## config.mk

```make
export PLATFORM = sky130hd
export DESIGN_NAME = pcm_mac
export DESIGN_NICKNAME = d
export VERILOG_FILES = /design/src/sv/pcm_pkg.sv /design/src/sv/pcm_mac.sv
export SDC_FILE = /design/constraint.sdc
export NUM_CORES = 1
export LEC_CHECK = 0
export ABC_AREA = 1
export BUFFER_PORTS_ARGS = -buffer_cell sky130_fd_sc_hd__buf_2
export CORE_ASPECT_RATIO = 0.7
export CORE_MARGIN = 2
export CORE_UTILIZATION = 30
export DETAILED_ROUTE_END_ITERATION = 12
export PLACE_DENSITY_LB_ADDON = 0.3
export SLEW_MARGIN = 15
export SYNTH_ARGS = -nofsm -noshare
export SYNTH_HDL_FRONTEND = slang
export SYNTH_SLANG_ARGS = --single-unit
```

## constraint.sdc

```tcl
create_clock -name clk -period 5.55 [get_ports clk]
set_input_delay 0.555 -clock clk [delete_from_list [all_inputs] [get_ports clk]]
set_output_delay 0.555 -clock clk [all_outputs]
set_load 0.1 [all_outputs]
```

## src/sv/pcm_pkg.sv

```systemverilog
`timescale 1ns / 1ps

package pcm_pkg;

  // Default sizes of the weight table and the accumulator bank.
  localparam int DEF_MAX_OUTPUTS  = 64;
  localparam int DEF_MAX_CHANNELS = 64;

  // Fixed field widths.
  localparam int IDX_W   = 6;
  localparam int VALUE_W = 16;
  localparam int PROD_W  = 2 * VALUE_W;
  localparam int SUM_W   = 38;
  localparam int CFG_W   = 7;
  localparam int CFG_IDX_W = 1;

  // Register indexes on the configuration port.
  localparam logic [CFG_IDX_W-1:0] REG_OUTPUTS  = 1'd0;
  localparam logic [CFG_IDX_W-1:0] REG_CHANNELS = 1'd1;

  // Input item kinds carried in tuser.
  localparam logic OP_WEIGHT = 1'b0;
  localparam logic OP_SAMPLE = 1'b1;

  // One multiply-accumulate step issued by the sequencer.
  typedef struct packed {
    logic             valid;
    logic [IDX_W-1:0] n;
    logic             accv;
  } mac_issue_t;

  // Accumulator write-back from the multiply-accumulate pipeline.
  typedef struct packed {
    logic             we;
    logic [IDX_W-1:0] addr;
    logic [SUM_W-1:0] data;
  } acc_wr_t;

  // One accumulator read issued for emission.
  typedef struct packed {
    logic             valid;
    logic [IDX_W-1:0] ch;
    logic             last;
    logic             accv;
  } emit_req_t;

  // One result beat.
  typedef struct packed {
    logic [IDX_W-1:0] ch;
    logic [SUM_W-1:0] sum;
    logic             last;
  } out_beat_t;

endpackage

```

## src/sv/pcm_mac.sv

```systemverilog
`timescale 1ns / 1ps

module pcm_mac (
  input  logic                                clk,
  input  logic                                rst,
  input  pcm_pkg::mac_issue_t                 issue,
  input  logic signed [pcm_pkg::VALUE_W-1:0]  x,
  input  logic [pcm_pkg::VALUE_W-1:0]         w_rdata,
  input  logic [pcm_pkg::SUM_W-1:0]           a_rdata,
  output pcm_pkg::acc_wr_t                    wr,
  output logic                                busy
);

  logic                                s1_valid;
  logic [pcm_pkg::IDX_W-1:0]           s1_n;
  logic                                s1_accv;
  logic                                s2_valid;
  logic [pcm_pkg::IDX_W-1:0]           s2_n;
  logic [pcm_pkg::SUM_W-1:0]           s2_acc;
  logic signed [pcm_pkg::PROD_W-1:0]   prod;

  // Stage one waits for the RAM reads; stage two holds the product.
  always_ff @(posedge clk) begin
    if (rst) begin
      s1_valid <= 1'b0;
      s2_valid <= 1'b0;
    end else begin
      s1_valid <= issue.valid;
      s2_valid <= s1_valid;
    end
    s1_n    <= issue.n;
    s1_accv <= issue.accv;
    s2_n    <= s1_n;
    s2_acc  <= s1_accv ? a_rdata : '0;
    prod    <= $signed(w_rdata) * x;
  end

  // Add the sign-extended product and write the sum back.
  always_comb begin
    wr.we   = s2_valid;
    wr.addr = s2_n;
    wr.data = s2_acc + {{(pcm_pkg::SUM_W - pcm_pkg::PROD_W){prod[pcm_pkg::PROD_W-1]}}, prod};
  end

  assign busy = s1_valid | s2_valid;

endmodule

```

==> impl_metrics.csv <==
group,metric,value,unit
cts,htree_levels,3,
global_route,antenna_found_initial,4,
timing,hold_violations,0,
timing,max_freq,186,MHz
critical_path,crit_type,"input port to flip-flop",
timing,tightest_slew,0.497,ns
critical_path,worstPathArrival,5.65,ns
outcome,outcome,"completed",
critical_path,r2r_start,"s1_accv",
critical_path,worst_ep_required_time,5.82,ns
route,route.detailed.drc,0,
floorplan,row_count,70,
final_layout,final_layout_size_suffix_gt1_share,14.1,%
critical_path,critPathLaunchType,"input port",
route,drt_iter0_markers,987,
critical_path,crit_fanout,8,
cts,cts.clk_slew.worst_paths,0.07,ns
timing,rsz0062_at_grt,"true",
timing,period_share,96.9,%
floorplan,die_w,278,µm
route,via_count,13500,
critical_path,crit_path_end_kind,"flip-flop",
cts,cts.path.max_buffers,2,
floorplan,die_h,196,µm
floorplan,core,52000,µm²
final_layout,n_fill_cell,5588,
synthesis,netlist_area,15800,µm²
placed_design,place_congestion,0.901,
timing,slew_violations,0,
cts,clock_sinks,85,
floorplan,pin_count,126,
timing,finalSetupViolations,0,
worst_hold_path,hold_path_depth,1,
cts,ctsHoldBuffers,0,
floorplan,start_util,30.3,%
critical_path,reg2reg_depth,3,
global_route,grt_use_total,17.3,%
global_route,grt_pass1_vias,14100,
worst_hold_path,hp-start,"issue[6]",
final_layout,nets,2876,
synthesis,ys_ff_latch,85,
cts,clock_latency,0.37,ns
synthesis,yosys_warnings,0,
critical_path,cp-startpoint,"x[4]",
route,drtPass1Iterations,5,
worst_hold_path,hp-class,"input port to flip-flop",
synthesis,ys_seq_area_share,10.8,%
route,viasPerCell,4.36,
global_route,grt_pass1_wl,74.5,mm
placed_design,port_buffers,125,
route,ant_nets,0,
timing,slew_headroom,67.1,%
cts,cts_tree,"yes",
timing,whs,0.287,ns
synthesis,syn_avg_cell_area,7.10,µm²
cts,cts_buffers,9,
global_route,grt_max_degree,39,
global_route,gr-total-overflow,0,
final_layout,syn2layout_area_growth,16.4,%
critical_path,r2r_slack,4.55,ns
floorplan,dieArea,54400,µm²
synthesis,synth_nets,2681,
synthesis,synth.distinct_cells,31,
synthesis,synth_cells,2219,
cts,cts_root_buffer,"clkbuf_16",
route,routed_wire_length_per_instance,14.3,µm
run,cap_violations,0,
timing,finClkSkew,0.0103,ns
timing,period_needed,5.38,ns
route,drt_wl_total,44.5,mm
placed_design,post-dp-hpwl,39.9,mm
[timing repair]
action	in CTS	in global routing
setup endpoints to repair	1	17
setup buffers	0	0
cloned	0	0
pin swaps	0	1
endpoints found under the hold margin	0	0
resized for setup	1	26
[critical path, cell delays in order]
cell,delay [ns]
clkbuf_4,0.19
buf_4,0.18
buf_12,0.12
nand2_1,0.05
inv_1,0.05
fa_1,0.55
inv_1,0.05
fa_1,0.38
fa_1,0.54
fa_1,0.56
inv_1,0.05
fa_1,0.49
fa_1,0.43
ha_1,0.36
a21oi_1,0.26
inv_1,0.07
nor2_1,0.23
o21ai_0,0.19
nand2_1,0.13
nand3_1,0.08
nand2_1,0.07
nand2_1,0.04
[cells in the final DEF (no fill, tap or decap), types with 7 or more instances in the layout]
cell       count
xor2_1        36
inv_1        633
o21ai_0       16
nand4_1       20
nor2_1        95
nand2_1      671
nor3_1         9
ha_1         118
a21oi_2       11
nand3_2        7
a21oi_1       46
buf_4        120
dfxtp_1       85
fa_1         261
clkbuf_16      9
clkbuf_4       8
buf_2        116
nand3_1       59
xnor2_1       11
nand2_2       24
nor2_2        17
[synthesized netlist by cell type]
| cell type | number | share of area, % |
|---|---|---|
| nor2_2 | 16 | 0.63 |
| nand3_1 | 59 | 1.9 |
| o21ai_1 | 3 | 0.095 |
| nand4_1 | 20 | 0.79 |
| a21boi_0 | 2 | 0.095 |
| nand2_1 | 674 | 16 |
| dfxtp_1 | 85 | 11 |
| or2_2 | 4 | 0.16 |
| o21bai_2 | 1 | 0.071 |
| fa_1 | 263 | 33 |
| xor2_1 | 36 | 2.0 |
| inv_1 | 633 | 15 |
| o21a_1 | 1 | 0.048 |
| or2_1 | 1 | 0.040 |
| inv_2 | 4 | 0.095 |
| clkbuf_1 | 63 | 1.5 |
| o21bai_1 | 7 | 0.33 |
| nand3_2 | 7 | 0.44 |
| nor3_1 | 9 | 0.29 |
| a21oi_2 | 6 | 0.33 |
| nor2_1 | 97 | 2.3 |
| nand3b_1 | 2 | 0.095 |
| nand2_2 | 21 | 0.83 |
| buf_4 | 1 | 0.048 |
| ha_1 | 119 | 9.4 |
| nor3_2 | 3 | 0.19 |
| a21oi_1 | 51 | 1.6 |
| xnor2_1 | 11 | 0.61 |
| a21o_1 | 1 | 0.048 |
| o21ai_0 | 17 | 0.54 |
| nor2_4 | 2 | 0.14 |
[area by class of cell]
| class | count | area (µm²) | share of cell area, % |
|---|---|---|---|
| flip-flops and latches | 85 | 1700 | 9.27 |
| clock buffers | 10 | 229 | 1.25 |
| diodes | 1 | 2.50 | 0.0136 |
| clock inverters | 6 | 78.8 | 0.429 |
| inverters | 637 | 2390 | 13.0 |
| multi-input cells | 1433 | 11500 | 62.5 |
| well taps | 684 | 856 | 4.66 |
| repair buffers | 248 | 1620 | 8.83 |
[state kept, by name (all words and copies together) (netlist names)]
register and cells:
prod 32, s1_valid 1, s1_n 6, s2_n 6
s2_acc 38, s1_accv 1, s2_valid 1
[routing by layer]
metal	global-route usage [%]	up-vias	wire, µm
met5	0	-	28
met2	26.6	310	18700
met3	2.75	32	2630
met1	26.0	6463	22800
li1	-	6729	-
met4	2.16	6	338
[path summary, 6_finish.rpt]
| path | end |
|---|---|
| setup / recovery | prod[24] |
| hold / removal | s1_n[5] |
| setup reg to reg | s2_acc[19] |
| hold reg to reg | s2_n[2] |
[cell families after synthesis]
family                     Yosys count  synth area share [%]
xor gates and xnor gates            47                  2.61
AOI/OAI and AO/OA                   89                  3.18
adders and majority gates          382                  42.8
DFF                                 85                  10.8
buffers and inverters              701                  16.7
and+or+nand+nor                    915                  23.9
[stage by stage]
| stage | worst slack (ns) | cell area, µm² | TNS, ns | utilization (%) | cells |
|---|---|---|---|---|---|
| final | 0.171 | 18400 | 0 | 35.3 | 3104 |
| after global routing | -0.0404 | 18400 | -0.0912 | 35.3 | 3103 |
| after CTS | 0.0121 | 18300 | 0 | 35.1 | 3103 |
| after detailed placement | -0.462 | 18000 | -4.03 | 34.6 | 3087 |
| after global placement | -0.412 | 18000 | -3.88 | 34.6 | 3087 |
| after floorplan | 0.0183 | 15800 | 0 | - | 2219 |
Power is left out: the tool's default activity adds up to more than one toggle a clock period on the data nets, which glitch-free logic cannot reach.
