### config.mk
export PLATFORM = sky130hd
export DESIGN_NAME = pcm_out
export DESIGN_NICKNAME = d
export VERILOG_FILES = /design/src/sv/pcm_pkg.sv /design/src/sv/pcm_out.sv
export SDC_FILE = /design/constraint.sdc
export NUM_CORES = 1
export LEC_CHECK = 0
export ABC_AREA = 1
export BUFFER_PORTS_ARGS = -buffer_cell sky130_fd_sc_hd__buf_4
export CAP_MARGIN = 20
export CORE_MARGIN = 2
export CORE_UTILIZATION = 50
export DETAILED_ROUTE_END_ITERATION = 8
export GPL_TIMING_DRIVEN = 0
export PLACE_DENSITY = 0.86
export SYNTH_ARGS = -nofsm -noshare
export SYNTH_HDL_FRONTEND = slang
export SYNTH_SLANG_ARGS = --single-unit
export TNS_END_PERCENT = 50
### constraint.sdc
create_clock -name clk -period 4.19 [get_ports clk]
set_input_delay 0.2095 -clock clk [delete_from_list [all_inputs] [get_ports clk]]
set_output_delay 0.2095 -clock clk [all_outputs]
set_load 0.05 [all_outputs]
### src/sv/pcm_pkg.sv
`timescale 1ns / 1ps

package pcm_pkg;

  // Default sizes of the weight table and the accumulator bank.
  localparam int DEF_MAX_OUTPUTS  = 64;
  localparam int DEF_MAX_CHANNELS = 64;

  // Fixed field widths.
  localparam int IDX_W   = 6;
  localparam int VALUE_W = 16;
  localparam int PROD_W  = 2 * VALUE_W;
  localparam int SUM_W   = 38;
  localparam int CFG_W   = 7;
  localparam int CFG_IDX_W = 1;

  // Register indexes on the configuration port.
  localparam logic [CFG_IDX_W-1:0] REG_OUTPUTS  = 1'd0;
  localparam logic [CFG_IDX_W-1:0] REG_CHANNELS = 1'd1;

  // Input item kinds carried in tuser.
  localparam logic OP_WEIGHT = 1'b0;
  localparam logic OP_SAMPLE = 1'b1;

  // One multiply-accumulate step issued by the sequencer.
  typedef struct packed {
    logic             valid;
    logic [IDX_W-1:0] n;
    logic             accv;
  } mac_issue_t;

  // Accumulator write-back from the multiply-accumulate pipeline.
  typedef struct packed {
    logic             we;
    logic [IDX_W-1:0] addr;
    logic [SUM_W-1:0] data;
  } acc_wr_t;

  // One accumulator read issued for emission.
  typedef struct packed {
    logic             valid;
    logic [IDX_W-1:0] ch;
    logic             last;
    logic             accv;
  } emit_req_t;

  // One result beat.
  typedef struct packed {
    logic [IDX_W-1:0] ch;
    logic [SUM_W-1:0] sum;
    logic             last;
  } out_beat_t;

endpackage

### src/sv/pcm_out.sv
`timescale 1ns / 1ps

module pcm_out (
  input  logic                       clk,
  input  logic                       rst,
  input  pcm_pkg::emit_req_t         req,
  input  logic [pcm_pkg::SUM_W-1:0]  rdata,
  input  logic                       tready,
  output logic                       tvalid,
  output pcm_pkg::out_beat_t         beat,
  output logic                       can_take
);

  logic                      pend;
  logic [pcm_pkg::IDX_W-1:0] pend_ch;
  logic                      pend_last;
  logic                      pend_accv;
  logic                      ov;
  logic                      sv;
  pcm_pkg::out_beat_t        out_beat;
  pcm_pkg::out_beat_t        skid_beat;
  pcm_pkg::out_beat_t        in_beat;
  logic                      pop;
  logic [1:0]                occ;

  // The read issued last cycle shows up now as the incoming beat.
  always_comb begin
    in_beat.ch   = pend_ch;
    in_beat.sum  = pend_accv ? rdata : '0;
    in_beat.last = pend_last;
  end

  assign pop = ov & tready;

  // Two holding slots: room for a new read once this cycle settles.
  always_comb begin
    occ = 2'(ov) + 2'(sv) + 2'(pend) - 2'(pop);
    can_take = (occ < 2'd2);
  end

  always_ff @(posedge clk) begin
    if (rst) begin
      pend <= 1'b0;
      ov   <= 1'b0;
      sv   <= 1'b0;
    end else begin
      pend <= req.valid;
      if (pop) begin
        if (sv) begin
          out_beat <= skid_beat;
          if (pend) begin
            skid_beat <= in_beat;
          end else begin
            sv <= 1'b0;
          end
        end else if (pend) begin
          out_beat <= in_beat;
        end else begin
          ov <= 1'b0;
        end
      end else if (pend) begin
        if (!ov) begin
          out_beat <= in_beat;
          ov       <= 1'b1;
        end else begin
          skid_beat <= in_beat;
          sv        <= 1'b1;
        end
      end
    end
    pend_ch   <= req.ch;
    pend_last <= req.last;
    pend_accv <= req.accv;
  end

  assign tvalid = ov;
  assign beat   = out_beat;

endmodule

==> results.json, run 1 <==
{
  "status": "complete, no violations",
  "finalCriticalPeriod_ps": 2330,
  "grt_antenna_before_repair": 0,
  "hold-path-cell-count": 2,
  "fp.dieW_um": 95.3,
  "synth_simple_gate_area_share": 0.188,
  "hold_violations": 0,
  "maxSlewHeadroom": 0.618,
  "wirelength_mm": 8.32,
  "synth_top_family_by_area": "simple AND/OR/NAND/NOR gates",
  "holdPathEnd": "pend$_SDFF_PP0_",
  "initial_core_util": 0.512,
  "cts-resized-gates": 0,
  "finalSetupTns_ps": 0,
  "core_mm2": 0.00813,
  "synth-compound-area-share": 0.00721,
  "period_share": 0.557,
  "syn_avg_cell_area_um2": 11.3,
  "critPathArrivalTime_ps": 2130,
  "synthTopCellsByArea": "edfxtp_1 (65%), nand2_1 (12%), nand3_1 (5.4%)",
  "max_stage_delay_ps": 490,
  "hpwlAfterDp_mm": 5.77,
  "vias_per_cell": 4.88,
  "grt_max_degree": 34,
  "cp.required_ps": 3980,
  "fin_area_mm2": 0.00533,
  "yosysWarnings": 0,
  "path_cells": "nand2_2 > ha_1 > ha_1 > nand2_1 > inv_1 > nor2_1 > nand2_1 > nand2_1 > buf_4",
  "placed_cell_area_mm2": 0.00507,
  "grt_pass1_wl_mm": 13.4,
  "drc": 0,
  "post-cts-setup-buffers": 0,
  "startpoint_type": "register",
  "final_common_cell": "nand2_1",
  "timing.rr.end": "skid_beat[37]$_DFFE_PP_",
  "cp-startpoint": "tvalid$_SDFFE_PP0P_",
  "crit_path_frequent_cell": "nand2_1",
  "first_iter_violations": 146,
  "hp-start": "rst",
  "layout_common_cells": "nand2_1 (138), buf_4 (100), edfxtp_1 (90), inv_1 (46), nand3_1 (45)",
  "reg2reg_depth": 6,
  "gp_congestion": 0.792,
  "tightestPinTransition_ps": 572,
  "synth_area_leader_cell": "edfxtp_1",
  "num_rows": 33,
  "p_per_area_mw_per_mm2": 356,
  "grt_overflow": 0,
  "clock_path_buffers": 2,
  "layout.nets": 540,
  "yosysTopAreaCellShare": 0.649,
  "synthesis.area_mm2": 0.00416,
  "holdWs_ps": 28.6,
  "r2r_start": "tvalid$_SDFFE_PP0P_",
  "num_antenna_cells": 0,
  "avgRoutedWirePerCell_um": 14.0,
  "yosys.area_share.xor_xnor": 0,
  "clk_transition_reported_paths_ps": 100,
  "path_max_fanout": 7,
  "synthMuxAreaShare": 0,
  "grt_setup_unrepaired": "no",
  "ys_seq_area_frac": 0.702,
  "crit_slowest_cell": "dfxtp_1",
  "end_kind": "primary output",
  "ctsHoldBuffers": 8,
  "clkLatencyLatePin_ps": 360,
  "cap_violations": 0,
  "die_y_um": 95.3,
  "root_buffer": "clkbuf_8",
  "ios": 97,
  "synth_nets": 423,
  "path_class": "reg -> out",
  "first_global_vias": 2865,
  "first_pass_iters": 6,
  "antenna_left": 0,
  "slew_violations": 0,
  "p_leak_nw": 2.51,
  "ir_drop_mv": 0.200,
  "portBuffers": 96,
  "synth_adder_area_share": 0.0120,
  "cts_sinks": 101,
  "netlist_instances": 369,
  "htree_num_levels": 3,
  "ys_types": 17,
  "area_growth_syn_to_layout_pct": 28.0,
  "vias": 2908,
  "grt_usage": 0.197,
  "ys_seq_elements": 101,
  "setup_viol": 0,
  "min_path_type": "in -> reg",
  "numCtsBuffers": 9,
  "cts_tree": "built",
  "fmax_mhz": 428,
  "r2r_setup_slack_ps": 2120,
  "skew_ps": 9.98,
  "die_area_mm2": 0.00907,
  "drive_gt1_frac": 0.277
}
-- stage by stage --
stage	total power, W	std cells	utilization	worst slack (ps)
finish	0.00190	596	0.655	1860
detailed placement	0.00134	572	0.623	2160
global placement	0.00133	570	0.617	73.0
CTS	0.00191	596	0.655	1880
global route	0.00197	596	0.655	1660
floorplan	0.00126	369	-	594
-- logic make-up (layout without fill, tap and decap cells) --
| kind of cell | Yosys count | count (layout) |
|---|---|---|
| simple gates | 192 | 192 |
| fa+ha+maj | 4 | 4 |
| flops | 101 | 101 |
| buf+inv | 66 | 188 |
| compound gates | 6 | 6 |
-- final cells by class --
cell class	instances	area, µm²
sequential	101	2920
fill	614	2800
multi-input combinational	202	870
timing repair buffer	106	848
buffer	18	199
inverter	48	180
tap	105	131
clock buffer	9	124
clock inverter	7	56.3
-- registers in the layout (all words and copies together), names as in the netlist --
| signal | count |
|---|---|
| tvalid | 1 |
| beat | 45 |
| sv | 1 |
| skid_beat | 45 |
| pend_last | 1 |
| pend_accv | 1 |
| pend | 1 |
| pend_ch | 6 |
-- synthesized netlist by cell type --
cell type / count
inv_2: 1
buf_2: 3
a21oi_1: 2
buf_4: 4
nand2_2: 2
dfxtp_1: 11
clkbuf_8: 1
inv_1: 47
buf_12: 4
clkbuf_1: 1
nor2_1: 7
o21ai_0: 4
edfxtp_1: 90
ha_1: 4
nand2_1: 138
nand3_1: 45
buf_6: 5
-- critical path: cells and delay by family, from the launching register on --
kind / cells / cell delay, ps
fa+ha+maj: 2 / 570
buf+inv: 2 / 250
flops: 1 / 490
simple gates: 5 / 460
-- where the power goes --
group	internal [W]	total [W]	switching, W
combinational	0.0000835	0.000200	0.000117
sequential	0.00112	0.00113	0.00000915
clock	0.000224	0.000571	0.000348
total	0.00142	0.00190	0.000474
-- how the worst max path moves through the flow --
| stage | end | cells past startpoint |
|---|---|---|
| floorplan | skid_beat[0]$_DFFE_PP_ | 5 |
| global placement | skid_beat[6]$_DFFE_PP_ | 5 |
| detailed placement | skid_beat[11]$_DFFE_PP_ | 6 |
| CTS | can_take | 9 |
| global route | can_take | 8 |
| finish | can_take | 9 |
-- layer usage --
metal  global-route usage  up-vias  share of wire
met5                    0        -              0
met4               0.0833        0          0.024
met3               0.0324       19          0.058
met2                0.342      114           0.51
met1                0.245     1348           0.41
li1                     -     1427              -
Note: power is estimated with default switching activity, not from simulation.
==> run 2: changes to the inputs <==
--- a/config.mk
+++ b/config.mk
@@ -9,7 +9,7 @@
 export BUFFER_PORTS_ARGS = -buffer_cell sky130_fd_sc_hd__buf_4
 export CAP_MARGIN = 20
 export CORE_MARGIN = 2
-export CORE_UTILIZATION = 50
+export CORE_UTILIZATION = 48
 export DETAILED_ROUTE_END_ITERATION = 8
 export GPL_TIMING_DRIVEN = 0
 export PLACE_DENSITY = 0.86
==> constraint.sdc (replaced) <==
create_clock -name clk -period 2.07 [get_ports clk]
set_input_delay 0.1035 -clock clk [delete_from_list [all_inputs] [get_ports clk]]
set_output_delay 0.1035 -clock clk [all_outputs]
set_load 0.05 [all_outputs]
==> results.json, run 2 (synthesis results as in run 1) <==
{
  "first_global_vias": 2924,
  "path_max_fanout": 6,
  "p_leak_nw": 2.55,
  "first_pass_iters": 4,
  "skew_ps": 16.9,
  "fp.dieW_um": 97.1,
  "grt_usage": 0.185,
  "setup_viol": 0,
  "fill_cells": 655,
  "fmax_mhz": 502,
  "maxSlewHeadroom": 0.579,
  "avgRoutedWirePerCell_um": 14.0,
  "root_buffer": "clkbuf_8",
  "gp_congestion": 0.798,
  "reg2reg_depth": 6,
  "core_mm2": 0.00830,
  "wirelength_mm": 8.44,
  "grt_antenna_before_repair": 0,
  "hold_violations": 0,
  "finalSetupTns_ps": 0,
  "hold-path-cell-count": 3,
  "layout_common_cells": "nand2_1 (138), buf_4 (101), edfxtp_1 (90), inv_1 (46), nand3_1 (45)",
  "ir_drop_mv": 0.389,
  "p_per_area_mw_per_mm2": 732,
  "grt_overflow": 0,
  "area_growth_syn_to_layout_pct": 30.0,
  "first_iter_violations": 120,
  "clk_transition_reported_paths_ps": 100,
  "vias_per_cell": 4.86,
  "startpoint_type": "register",
  "status": "complete, no violations",
  "ios": 97,
  "critPathArrivalTime_ps": 1890,
  "num_rows": 33,
  "grt_max_degree": 28,
  "r2r_setup_slack_ps": 140,
  "numCtsBuffers": 9,
  "crit_path_end": "can_take",
  "layout.nets": 545,
  "clkLatencyLatePin_ps": 360,
  "drive_gt1_frac": 0.280,
  "drc": 0,
  "report.power.total_w": 0.00396,
  "slew_violations": 0,
  "antenna_left": 0,
  "finalCriticalPeriod_ps": 1990,
  "end_kind": "primary output",
  "cts_sinks": 101,
  "hpwlAfterDp_mm": 5.69,
  "r2r_start": "sv$_SDFFE_PP0P_",
  "timing.rr.end": "beat[6]$_DFFE_PP_",
  "placed_cell_area_mm2": 0.00507,
  "final_common_cell": "nand2_1",
  "die_y_um": 97.1,
  "num_antenna_cells": 0,
  "vias": 2923,
  "tightestPinTransition_ps": 632,
  "fin_area_mm2": 0.00541,
  "min_path_type": "in -> reg",
  "period_share": 0.963,
  "cp-startpoint": "tvalid$_SDFFE_PP0P_",
  "finalWorstSetupSlack_ps": 76.5,
  "grt_pass1_wl_mm": 13.7,
  "path_class": "reg -> out",
  "clock_path_buffers": 2,
  "htree_num_levels": 3,
  "pre_cts_slack_ps": -45.7,
  "cp.required_ps": 1970,
  "portBuffers": 96,
  "holdWs_ps": 13.7,
  "grt_setup_unrepaired": "yes",
  "die_area_mm2": 0.00944,
  "cts_tree": "built",
  "cap_violations": 0,
  "initial_core_util": 0.502
}
## run 2: changes by cell type in the layout (fill, tap and decap cells not counted), sizes merged
cell and delta:
dlygate4sd3 +2, nor2 +1, buf +2, inv -3
clkbuf +5, clkinv -2
## run 2: stage by stage
step,util,instances
after floorplan,-,369
after global placement,0.606,570
after detailed placement,0.611,572
after CTS,0.649,599
after global routing,0.652,601
final,0.652,601
## run 2: worst min path at each step
stage,from,to
final,rdata[31],skid_beat[32]$_DFFE_PP_
after global routing,rdata[27],skid_beat[28]$_DFFE_PP_
after floorplan,req[0],pend_accv$_DFF_P_
after detailed placement,req[2],pend_ch[0]$_DFF_P_
after global placement,req[2],pend_ch[0]$_DFF_P_
after CTS,rdata[31],skid_beat[32]$_DFFE_PP_
## run 2: area by class of cell
class,instances,area (µm²),area share
Timing Repair Buffer,110,887,0.164
Clock buffer,14,195,0.0361
Inverter,48,180,0.0333
Sequential cell,101,2930,0.541
Buffer,18,199,0.0367
Multi-Input combinational cell,203,881,0.163
Tap cell,105,131,0.0243
Clock inverter,2,12.5,0.00231
## run 2: power breakdown
part | internal [W] | leakage, nW | switching (W)
combinational | 0.000177 | 1.53 | 0.000238
sequential | 0.00226 | 0.920 | 0.0000182
clock | 0.000617 | 0.103 | 0.000653
total | 0.00306 | 2.55 | 0.000909
## run 2: layer usage
metal,track usage,routed length [µm],share of wire
met4,0.0878,208,0.025
met3,0.0324,503,0.060
met5,0,0,0
met1,0.230,3430,0.41
met2,0.313,4300,0.51
## run 2: repair_timing
| item | 4_1_cts | 5_1_grt |
|---|---|---|
| cloned | 1 | 0 |
| buffers inserted | 0 | 2 |
| endpoints found under the hold margin | 10 | 0 |
| pin swaps | 1 | 1 |
| resized for setup | 1 | 4 |
| hold buffers | 10 | 0 |
| endpoints found under the setup margin | 25 | 25 |
## run 2: worst max-delay path, stage by stage (launching register included)
cell	delay, ps
dfxtp_4	400
nand2_4	70
ha_1	280
ha_1	280
nand2_1	60
inv_1	50
nor2_1	80
nand2_1	60
nand2_1	90
buf_6	160
